[config.mk]
export PLATFORM = sky130hd
export DESIGN_NAME = fat_directory_entry_scan
export DESIGN_NICKNAME = d
export VERILOG_FILES = /design/src/hw/rtl/fdes_pkg.sv /design/src/hw/rtl/fdes_front.sv /design/src/hw/rtl/fdes_queue.sv /design/src/hw/rtl/fdes_back.sv /design/src/hw/rtl/fat_directory_entry_scan.sv
export SDC_FILE = /design/constraint.sdc
export NUM_CORES = 1
export LEC_CHECK = 0
export ABC_AREA = 1
export BUFFER_PORTS_ARGS = -buffer_cell sky130_fd_sc_hd__buf_2
export CORE_MARGIN = 3
export CORE_UTILIZATION = 46
export DETAILED_ROUTE_END_ITERATION = 8
export GPL_TIMING_DRIVEN = 0
export SLEW_MARGIN = 40
export SYNTH_ARGS = -nofsm -noshare
export SYNTH_HDL_FRONTEND = slang
export SYNTH_HIERARCHICAL = 1
export SYNTH_SLANG_ARGS = --single-unit
[constraint.sdc]
create_clock -name clk -period 8.3 [get_ports clk]
set_input_delay 1.66 -clock clk [delete_from_list [all_inputs] [get_ports clk]]
set_output_delay 1.66 -clock clk [all_outputs]
set_load 0.02 [all_outputs]
[src/hw/rtl/fdes_pkg.sv]
// shared types, constants and name helpers for the directory entry scan
package fdes_pkg;

    localparam int CMD_DEPTH_DEF = 2;

    localparam int CFG_DATA_W = 16;
    localparam int CFG_IDX_W  = 1;
    localparam logic [CFG_IDX_W-1:0] REG_TARGET_INDEX  = 1'b0;
    localparam logic [CFG_IDX_W-1:0] REG_ENTRIES_LIMIT = 1'b1;

    localparam logic [7:0] MARK_DELETED = 8'hE5;
    localparam logic [7:0] MARK_END     = 8'h00;
    localparam logic [7:0] CH_SPACE     = 8'h20;
    localparam logic [7:0] CH_DOT       = 8'h2E;
    localparam int ATTR_VOLUME_BIT = 3;
    localparam int ATTR_DIR_BIT    = 4;

    typedef struct packed {
        logic        start_scan;
        logic [63:0] base_name;
        logic [23:0] extension;
        logic [7:0]  attributes;
    } entry_t;

    typedef struct packed {
        logic       status;
        logic [7:0] character;
        logic       last;
    } result_t;

    // work handed from the classifier to the name expander
    typedef struct packed {
        logic        missing;
        logic [63:0] base_name;
        logic [23:0] extension;
        logic [3:0]  base_len;
        logic        has_dot;
        logic [1:0]  ext_len;
    } cmd_t;

    function automatic logic [3:0] base_length(input logic [63:0] b);
        logic [3:0] n;
        logic       stop;
        n    = '0;
        stop = 1'b0;
        for (int i = 0; i < 8; i++)
        begin
            if (!stop)
            begin
                if (b[8*i +: 8] == CH_SPACE)
                    stop = 1'b1;
                else
                    n = n + 4'd1;
            end
        end
        return n;
    endfunction

    function automatic logic [1:0] ext_length(input logic [23:0] e);
        logic [1:0] n;
        logic       stop;
        n    = '0;
        stop = 1'b0;
        for (int i = 0; i < 3; i++)
        begin
            if (!stop)
            begin
                if (e[8*i +: 8] == CH_SPACE)
                    stop = 1'b1;
                else
                    n = n + 2'd1;
            end
        end
        return n;
    endfunction

endpackage

[src/hw/rtl/fdes_front.sv]
// front end: config registers, scan counters and per-entry classification
module fdes_front
    import fdes_pkg::*;
(
    input  logic                 clk,
    input  logic                 rst_n,
    input  logic                 cfg_write,
    input  logic [CFG_IDX_W-1:0] cfg_index,
    input  logic [CFG_DATA_W-1:0] cfg_data,
    input  logic                 accept,
    input  entry_t               item,
    output logic                 cmd_push,
    output cmd_t                 cmd
);

    logic [15:0] target_reg;
    logic [15:0] limit_reg;
    logic [15:0] slots_reg;
    logic [15:0] slots_next;
    logic [15:0] skip_reg;
    logic [15:0] skip_next;
    logic        fin_reg;
    logic        fin_next;

    logic [15:0] slots_eff;
    logic [15:0] skip_eff;
    logic [15:0] slots_dec;
    logic        fin_eff;
    logic [7:0]  first;
    logic        is_volume;
    logic        is_deleted;
    logic        emit;
    logic        missing;

    assign first      = item.base_name[7:0];
    assign is_volume  = item.attributes[ATTR_VOLUME_BIT];
    assign is_deleted = (first == MARK_DELETED);
    assign slots_eff  = item.start_scan ? limit_reg  : slots_reg;
    assign skip_eff   = item.start_scan ? target_reg : skip_reg;
    assign fin_eff    = item.start_scan ? 1'b0       : fin_reg;
    assign slots_dec  = slots_eff - 16'd1;

    always_comb
    begin
        slots_next = slots_eff;
        skip_next  = skip_eff;
        fin_next   = fin_eff;
        emit       = 1'b0;
        missing    = 1'b0;
        priority if (item.start_scan && limit_reg == '0)
        begin
            emit     = 1'b1;
            missing  = 1'b1;
            fin_next = 1'b1;
        end
        else if (fin_eff)
        begin
            emit = 1'b0;
        end
        else if (first == MARK_END)
        begin
            emit     = 1'b1;
            missing  = 1'b1;
            fin_next = 1'b1;
        end
        else if (is_volume || is_deleted || skip_eff != '0)
        begin
            if (!is_volume && !is_deleted)
                skip_next = skip_eff - 16'd1;
            slots_next = slots_dec;
            if (slots_dec == '0)
            begin
                emit     = 1'b1;
                missing  = 1'b1;
                fin_next = 1'b1;
            end
        end
        else
        begin
            // this is the wanted entry
            emit     = 1'b1;
            fin_next = 1'b1;
        end
    end

    assign cmd_push      = accept && emit;
    assign cmd.missing   = missing;
    assign cmd.base_name = item.base_name;
    assign cmd.extension = item.extension;
    assign cmd.base_len  = base_length(item.base_name);
    assign cmd.has_dot   = !(item.attributes[ATTR_DIR_BIT] && item.extension[7:0] == CH_SPACE);
    assign cmd.ext_len   = ext_length(item.extension);

    always_ff @(posedge clk or negedge rst_n)
    begin
        if (!rst_n)
        begin
            target_reg <= '0;
            limit_reg  <= '0;
        end
        else if (cfg_write)
        begin
            unique case (cfg_index)
                REG_TARGET_INDEX:  target_reg <= cfg_data;
                REG_ENTRIES_LIMIT: limit_reg  <= cfg_data;
                default:           target_reg <= target_reg;
            endcase
        end
    end

    always_ff @(posedge clk or negedge rst_n)
    begin
        if (!rst_n)
        begin
            slots_reg <= '0;
            skip_reg  <= '0;
            fin_reg   <= 1'b1;
        end
        else if (accept)
        begin
            slots_reg <= slots_next;
            skip_reg  <= skip_next;
            fin_reg   <= fin_next;
        end
    end

endmodule

[src/hw/rtl/fdes_queue.sv]
// small command queue between the classifier and the name expander
module fdes_queue
    import fdes_pkg::*;
#(
    parameter int DEPTH = CMD_DEPTH_DEF
)
(
    input  logic clk,
    input  logic rst_n,
    input  logic push,
    input  cmd_t data_in,
    output logic full,
    input  logic pop,
    output cmd_t data_out,
    output logic empty
);

    localparam int PTR_W = (DEPTH > 1) ? $clog2(DEPTH) : 1;
    localparam int CNT_W = $clog2(DEPTH + 1);
    localparam logic [PTR_W-1:0] PTR_LAST = PTR_W'(DEPTH - 1);
    localparam logic [CNT_W-1:0] CNT_FULL = CNT_W'(DEPTH);

    cmd_t             mem [DEPTH];
    logic [PTR_W-1:0] wr_ptr_reg;
    logic [PTR_W-1:0] rd_ptr_reg;
    logic [CNT_W-1:0] count_reg;
    logic             do_push;
    logic             do_pop;

    assign full     = (count_reg == CNT_FULL);
    assign empty    = (count_reg == '0);
    assign do_push  = push && !full;
    assign do_pop   = pop && !empty;
    assign data_out = mem[rd_ptr_reg];

    always_ff @(posedge clk)
    begin
        if (do_push)
            mem[wr_ptr_reg] <= data_in;
    end

    always_ff @(posedge clk or negedge rst_n)
    begin
        if (!rst_n)
        begin
            wr_ptr_reg <= '0;
            rd_ptr_reg <= '0;
            count_reg  <= '0;
        end
        else
        begin
            if (do_push)
                wr_ptr_reg <= (wr_ptr_reg == PTR_LAST) ? '0 : wr_ptr_reg + PTR_W'(1);
            if (do_pop)
                rd_ptr_reg <= (rd_ptr_reg == PTR_LAST) ? '0 : rd_ptr_reg + PTR_W'(1);
            if (do_push && !do_pop)
                count_reg <= count_reg + CNT_W'(1);
            else if (do_pop && !do_push)
                count_reg <= count_reg - CNT_W'(1);
        end
    end

endmodule

[src/hw/rtl/fdes_back.sv]
// back end: expands a command into result items, one per cycle unless stalled
module fdes_back
    import fdes_pkg::*;
(
    input  logic    clk,
    input  logic    rst_n,
    input  logic    q_empty,
    input  cmd_t    q_data,
    output logic    q_pop,
    input  logic    pop,
    output logic    empty,
    output result_t result
);

    logic       cur_valid_reg;
    cmd_t       cur_reg;
    logic [3:0] pos_reg;
    logic       out_valid_reg;
    result_t    out_reg;

    logic [3:0] n_raw;
    logic       blank;
    logic [3:0] n_last;
    logic       is_last;
    logic [3:0] ext_pos;
    logic       advance;
    logic       load;
    result_t    item_next;

    assign n_raw   = cur_reg.base_len + 4'(cur_reg.has_dot) + 4'(cur_reg.ext_len);
    assign blank   = (n_raw == '0);
    assign n_last  = (cur_reg.missing || blank) ? '0 : n_raw - 4'd1;
    assign is_last = (pos_reg == n_last);
    assign ext_pos = pos_reg - cur_reg.base_len - 4'(cur_reg.has_dot);

    always_comb
    begin
        item_next.status    = 1'b0;
        item_next.character = '0;
        item_next.last      = is_last;
        priority if (cur_reg.missing)
            item_next.status = 1'b1;
        else if (blank)
            item_next.character = '0;
        else if (pos_reg < cur_reg.base_len)
            item_next.character = cur_reg.base_name[8*pos_reg[2:0] +: 8];
        else if (cur_reg.has_dot && pos_reg == cur_reg.base_len)
            item_next.character = CH_DOT;
        else
            item_next.character = cur_reg.extension[8*ext_pos[1:0] +: 8];
    end

    assign advance = cur_valid_reg && (!out_valid_reg || pop);
    assign load    = !q_empty && (!cur_valid_reg || (advance && is_last));
    assign q_pop   = load;
    assign empty   = !out_valid_reg;
    assign result  = out_reg;

    always_ff @(posedge clk)
    begin
        if (load)
            cur_reg <= q_data;
        if (advance)
            out_reg <= item_next;
    end

    always_ff @(posedge clk or negedge rst_n)
    begin
        if (!rst_n)
        begin
            cur_valid_reg <= 1'b0;
            pos_reg       <= '0;
            out_valid_reg <= 1'b0;
        end
        else
        begin
            if (load)
            begin
                cur_valid_reg <= 1'b1;
                pos_reg       <= '0;
            end
            else if (advance && is_last)
                cur_valid_reg <= 1'b0;
            else if (advance)
                pos_reg <= pos_reg + 4'd1;

            if (advance)
                out_valid_reg <= 1'b1;
            else if (pop)
                out_valid_reg <= 1'b0;
        end
    end

endmodule

[src/hw/rtl/fat_directory_entry_scan.sv]
// top level of the fat 8.3 directory entry scan
// path: an entry's first result item passes the command queue, cur_reg and out_reg
// throughput: one entry per cycle for skipped entries while the queue is not full;
// a match holds the name expander for up to 12 characters, one per cycle when popped
// reset: counters clear, the scan stays idle until an entry with start_scan set
module fat_directory_entry_scan
    import fdes_pkg::*;
#(
    parameter int CMD_DEPTH = CMD_DEPTH_DEF
)
(
    input  logic                  clk,
    input  logic                  rst_n,
    input  logic                  cfg_write,
    input  logic [CFG_IDX_W-1:0]  cfg_index,
    input  logic [CFG_DATA_W-1:0] cfg_data,
    input  logic                  push,
    output logic                  full,
    input  entry_t                entry,
    input  logic                  pop,
    output logic                  empty,
    output result_t               result
);

    logic accept;
    logic cmd_push;
    cmd_t cmd_in;
    cmd_t cmd_out;
    logic cmd_empty;
    logic cmd_pop;

    assign accept = push && !full;

    fdes_front u_front (
        .clk       (clk),
        .rst_n     (rst_n),
        .cfg_write (cfg_write),
        .cfg_index (cfg_index),
        .cfg_data  (cfg_data),
        .accept    (accept),
        .item      (entry),
        .cmd_push  (cmd_push),
        .cmd       (cmd_in)
    );

    fdes_queue #(
        .DEPTH (CMD_DEPTH)
    ) u_queue (
        .clk      (clk),
        .rst_n    (rst_n),
        .push     (cmd_push),
        .data_in  (cmd_in),
        .full     (full),
        .pop      (cmd_pop),
        .data_out (cmd_out),
        .empty    (cmd_empty)
    );

    fdes_back u_back (
        .clk     (clk),
        .rst_n   (rst_n),
        .q_empty (cmd_empty),
        .q_data  (cmd_out),
        .q_pop   (cmd_pop),
        .pop     (pop),
        .empty   (empty),
        .result  (result)
    );

endmodule

-- After elaboration in Yosys (flattened, before gate mapping)
Memory sizes are Yosys's and may differ from the RTL's. A register that Yosys moved wholly into a read port is not among the register bits.
Index checks and enable logic that the tools add are counted.
- register bits: 85
- output and inout port bits: 12
- RAM bits: 192
- memories kept: 1
- memory list (memory ; words ; width ; rd ports ; clocked after memory_dff ; wr ports ; line ; source):
    u_queue.mem ; 2 ; 96 ; 1 ; 1 ; 1 ; fdes_queue.sv:23 ; cmd_t mem [DEPTH];
- shift-type cells: 2
- bitwise gates (word level): 1
- eq/ne operators: 16
- reduce and logical (&&, ||, !) cells: 41
- $lt $le $gt $ge: 1
- multiplexer cells: 76
- $add $sub $neg: 21
- operators with widths (cell ; number):
    $mux W16 ; 11
    $eq A8 B6 Y1 const B ; 11
    $mux W4 ; 18
    $shiftx A64 B7 Y8 ; 1
    $mux W1 ; 39
    $logic_not A16 Y1 ; 2
    $sub A16 B1 Y16 const B ; 2
    $add A4 B1 Y4 const B ; 7
    $shiftx A24 B6 Y8 ; 1
    $mux W8 ; 2
    $reduce_bool A16 Y1 ; 1
    $logic_and A1 B1 Y1 ; 13
    $mux W2 ; 6
    $logic_not A1 Y1 ; 9
    $eq A4 B4 Y1 ; 2
    $eq A8 B8 Y1 const B ; 1
    $logic_not A8 Y1 ; 1
    $reduce_bool A2 Y1 ; 4
    $reduce_and A2 Y1 ; 3
    $logic_or A1 B1 Y1 ; 5
    $add A1 B1 Y2 const B ; 2
    $add A2 B1 Y2 const B ; 2
    $add A4 B1 Y4 ; 1
    $add A4 B2 Y4 ; 1
    other kinds (12) ; 13

-- Longest topological paths before layout
- depth in word-level cells: 23
- depth in mapped cells: 26

-- Cells and area by module
The synthesis kept the hierarchy.
- by module, submodules not included (module ; cells each ; seq. area each (um2) ; area each (um2) ; instances):
    fdes_queue ; 533 ; 5865.6 ; 7220.7 ; 1
    fdes_front ; 845 ; 1627.8 ; 5506.5 ; 1
    fdes_back ; 405 ; 3333.2 ; 4875.9 ; 1
    fat_directory_entry_scan ; 2 ; 0.0 ; 10.0 ; 1

-- Worst setup path after synthesis
Ideal clock, no wire load.
- kind: input to register
- from: input entry[96] in the netlist's numbering
- to: memory u_queue/mem[1][0] in the netlist's numbering, enable pin
- arrival time: 7.496 ns
- path buffers: 2
- path slack: 0.252 ns
- data required time: 7.749 ns
- cell stages on the path: 18
- path through: inv_2 buf_4 buf_6 nand2_1 nand2_1 ha_1 nand3_1 nor2_1 nand2_1 nor2_1 xor2_1 nor2_1 nand3_1 nand2_1 nand2_1 a21oi_1 o21ai_0 nor2_1
- longest elaborated chain between the ends: 12
- elaborated cells between the ends (all ways): 17
- those cells by class: 1 x add/sub; 10 x mux; 6 x reduce/logical
- ends and longest elaborated chain (element ; line ; source):
    start, declared ; fat_directory_entry_scan.sv:19 ; input entry_t entry,
    $mux W16 ; fdes_front.sv:38 ; assign slots_eff = item.start_scan ? limit_reg : slots_reg;
    $sub A16 B1 Y16 ; fdes_front.sv:41 ; assign slots_dec = slots_eff - 16'd1;
    $logic_not A16 Y1 ; fdes_front.sv:71 ; if (slots_dec == '0)
    $mux W1 ; fdes_front.sv:71 ;
    $mux W1 ; fdes_front.sv:66 ; else if (is_volume || is_deleted || skip_eff != '0)
    $mux W1 ; fdes_front.sv:60 ; else if (first == MARK_END)
    $mux W1 ; fdes_front.sv:56 ; else if (fin_eff)
    $mux W1 * ; fdes_front.sv:50 ; priority if (item.start_scan && limit_reg == '0)
    $logic_and A1 B1 Y1 * ; fdes_front.sv:86 ; assign cmd_push = accept && emit;
    via cmd_push ; fat_directory_entry_scan.sv:26 ; logic cmd_push;
    $logic_and A1 B1 Y1 * ; fdes_queue.sv:32 ; assign do_push = push && !full;
    $mux W1 * ; fdes_queue.sv:38 ; if (do_push)
    $mux W1 (implied by the code) * ; fdes_queue.sv:39 ; mem[wr_ptr_reg] <= data_in;
    end, declared ; fdes_queue.sv:23 ;
The timed path passes the listed nets; every way through them passes the cells marked *.

-- Final worst setup path
- from: input entry[96] in the netlist's numbering
- to: memory u_queue/mem[1][94] in the netlist's numbering, enable pin
The elaborated chain is that of the path after synthesis.

==> flow_summary.ini <==
[min_path]
holdCritPathClass = register to register
min_from = u_front/skip_reg[12]

[synth]
yosys_register_bits = 373
syn_area_per_cell_sq_um = 9.867
synthArstFlopShare_pct = 20.11
synth_edf_count = 298
synth_area_sq_mm = 0.01761
synth_compound_area_share_pct = 6.031
yosys.area_share.simple_pct = 21.26
synth_nets = 1924
synth_xor_area_share_pct = 0.6464
yosysTopAreaCellShare_pct = 50.81
synthMuxAreaShare_pct = 0.07814
synthFlopType = edfxtp_1
synth_cells = 1785
yosysTopAreaCell = edfxtp_1
yosysWarnings = 6
yosysSeqAreaShare_pct = 61.47
synth_top_family_by_area = simple AND/OR/NAND/NOR gates
synthAdderAreaFrac_pct = 1.549
ys_top_cells_by_area = edfxtp_1 (51%), nand2_1 (13%), dfrtp_1 (11%), buf_4 (4.1%), inv_1 (2.9%)
ys_types = 52

[placed_design]
hpwl_um = 32160
placed_cells = 2429
gp_congestion = 0.9419
port_buffers = 124

[layout]
antenna_cells = 0
nFillCells = 3436
layout-drive-gt1-share_pct = 18.63
nets = 2101
final_cells = 2502
areaGrowthSynthToFinish_pct = 15.98
largest_reg_flops = 192

[floorplanning]
start_util_pct = 46.76
die_area_sq_mm = 0.04067
core-area_sq_mm = 0.03767
die_y_um = 201.7
io_pins = 131
die_w_um = 201.7
rows = 71

[timing]
finalHoldViolCount = 0
setup_violations = 0
worstMarginPinSlew_ns = 0.8265
rsz0062_at_grt = false
whs_ns = 0.4691
fmax_mhz = 199.4
final_max_slew_viol_count = 0
relSlewSlack_pct = 44.39
fin_skew_ns = 0.01772
fin_crit_sh_pct = 60.44
final.min_clock_period_ns = 5.016

[global_routing]
grt.overflow.total = 0
grt_pass1_wl_um = 68920
grtUsageTotal_pct = 21.90
antenna_found_initial = 0
grt_max_degree = 66
grt_pass1_vias = 12319

[pwr]
ir_drop_v = 0.0001851
leakagePower_uw = 0.008829
powerDensity_mw_per_mm2 = 311.2

[critical_path]
crit_type = primary input to register
start_kind = primary input
cp_common_cell = nand2_1
crit_path_start = entry[96]
critPathArrivalTime_ns = 5.28
path_max_fanout = 17
required_ns = 8.56
cp-end-kind = register
crit_chain = buf_2, inv_2, buf_4, buf_6, nand2_1, nand2_1, ha_1, nand3_1, nor2_1, nand2_1, nor2_1, xor2_1, nor2_1, nand3_1, nand2_1, nand2_1, a21oi_1, o21ai_0, nor2_4, buf_16, buf_16, buf_8
r2r-start = u_back/cur_reg[2]
cp_slowest_cell = nor2_4
max_stage_delay_ns = 0.35

[cts]
clk_path_buf_depth = 3
postCtsSetupBuffers = 0
root_buffer = clkbuf_16
cts_resized = 0
cts.sinks = 373
cts_tree = done
cts_hold_buf = 0
clk_latency_ns = 0.56
cts_made_buffers = 41
path_clk_slew_ns = 0.05
htreeDepth = 2

[outcome]
status = complete, no violations

[drt]
drc = 0
wl_per_cell_um = 17.78
drtAntennaViolNets = 0
firstDrtPassIters = 5
drtIter0Drc = 884
num_vias = 12712
wl_um = 44480
via_per_inst = 5.081

[flow_run]
maxCapViolCount = 0
-- layer usage --
| metal | share of wire (%) | vias up | GRT usage (%) |
|---|---|---|---|
| li1 | - | 6235 | - |
| met1 | 44 | 6043 | 30.06 |
| met2 | 47 | 359 | 35.75 |
| met3 | 5.7 | 75 | 3.317 |
| met4 | 2.9 | 0 | 7.825 |
| met5 | 0 | - | 0 |
-- cell families (layout without fill, tap and decap cells) --
family / Yosys count / in the layout
flip-flops: 373 / 373
XOR/XNOR: 13 / 13
AO/OA/AOI/OAI: 185 / 185
buffers and inverters: 295 / 501
multiplexers: 1 / 1
AND/OR/NAND/NOR: 898 / 898
adder cells (fa/ha/maj): 20 / 20
-- worst max-delay path: cells and delay by family --
kind            cells  cell delay, ns
simple gates       11            1.79
buf+inv             7            1.09
compound gates      2            0.39
fa+ha+maj           1            0.20
xor+xnor            1            0.13
-- synthesized netlist by cell type (3+ instances only) --
| library cell | count |
|---|---|
| nand2_2 | 9 |
| buf_6 | 10 |
| or2_2 | 7 |
| fa_1 | 3 |
| nor4_1 | 12 |
| o211ai_2 | 3 |
| nand4_1 | 24 |
| o211ai_1 | 5 |
| edfxtp_1 | 298 |
| or2_1 | 6 |
| a21oi_1 | 19 |
| nand3_1 | 71 |
| o221ai_1 | 4 |
| o21ai_0 | 95 |
| inv_1 | 135 |
| nand3b_1 | 7 |
| inv_2 | 7 |
| nor2_1 | 115 |
| nand2_1 | 612 |
| xor2_1 | 11 |
| o21ai_2 | 4 |
| buf_2 | 19 |
| dfrtp_1 | 74 |
| a31oi_1 | 12 |
| o21ai_1 | 21 |
| ha_1 | 17 |
| nor3b_1 | 3 |
| nor3_1 | 12 |
| nand3_2 | 5 |
| clkinv_1 | 3 |
| nor2_2 | 8 |
| o22ai_1 | 14 |
| clkbuf_1 | 19 |
| buf_4 | 97 |
-- cell usage in the layout, fill, tap and decap left out, types with 6 or more instances in the layout --
master	synthesis	routed
inv_1	135	134
nor4_1	12	12
dfrtp_1	74	74
nor3_1	12	12
clkbuf_1	19	25
nand2_2	9	9
clkbuf_16	0	42
o21ai_1	21	21
nand2_1	612	612
a31oi_1	12	12
nand3b_1	7	7
inv_2	7	6
or2_1	6	6
or2_2	7	7
buf_4	97	97
nand4_1	24	24
buf_6	10	11
nor2_1	115	114
a21oi_1	19	19
clkinv_1	3	12
ha_1	17	17
xor2_1	11	11
nor2_2	8	8
o22ai_1	14	14
nand3_1	71	71
edfxtp_1	298	298
buf_2	19	143
o21ai_0	95	95
-- worst paths after layout --
| kind | end | slack [ns] | depth (start not counted) |
|---|---|---|---|
| hold / removal | u_front/skip_reg[12] | 0.47 | 2 |
| setup / recovery | u_queue/mem[1][94] | 3.28 | 22 |
| hold reg to reg | u_front/skip_reg[12] | 0.47 | 2 |
| min in group asynchronous | u_back/out_valid_reg | 0.99 | 1 |
| setup reg to reg | u_queue/count_reg[1] | 4.37 | 21 |
| max in group asynchronous | u_front/skip_reg[7] | 6.74 | 2 |
-- metrics by stage --
| stage | utilization, % | worst slack, ns | total power (uW) | TNS, ns | instance area [sq um] |
|---|---|---|---|---|---|
| final | 54.24 | 3.284 | 6358 | 0 | 20430 |
| after global routing | 54.24 | 2.817 | 6745 | 0 | 20430 |
| after CTS | 54.22 | 3.270 | 6394 | 0 | 20420 |
| after detailed placement | 50.71 | 2.671 | 4575 | 0 | 19100 |
| after global placement | 50.11 | -3.345 | 4532 | -320.49 | 18870 |
| after floorplan | - | 0.2524 | 3895 | 0 | 17610 |
-- power by group --
group          total (uW)  internal (uW)  switching, uW
Clock                1800           1070            728
Combinational        2050            633           1420
Sequential           2510           2370            137
-- cell type report --
type                       count  area, sq um  share of cell area, %
inverter                     147        571.8                  2.799
sequential                   373        10830                  53.00
buffer                       148         1022                  5.004
timing repair buffer         134        829.5                  4.061
multi-input combinational   1117         5215                  25.53
tap                          511        639.4                  3.130
clock buffer                  50         1101                  5.390
clock inverter                22        222.7                  1.090
No activity file was read; power rests on OpenSTA's default activity.
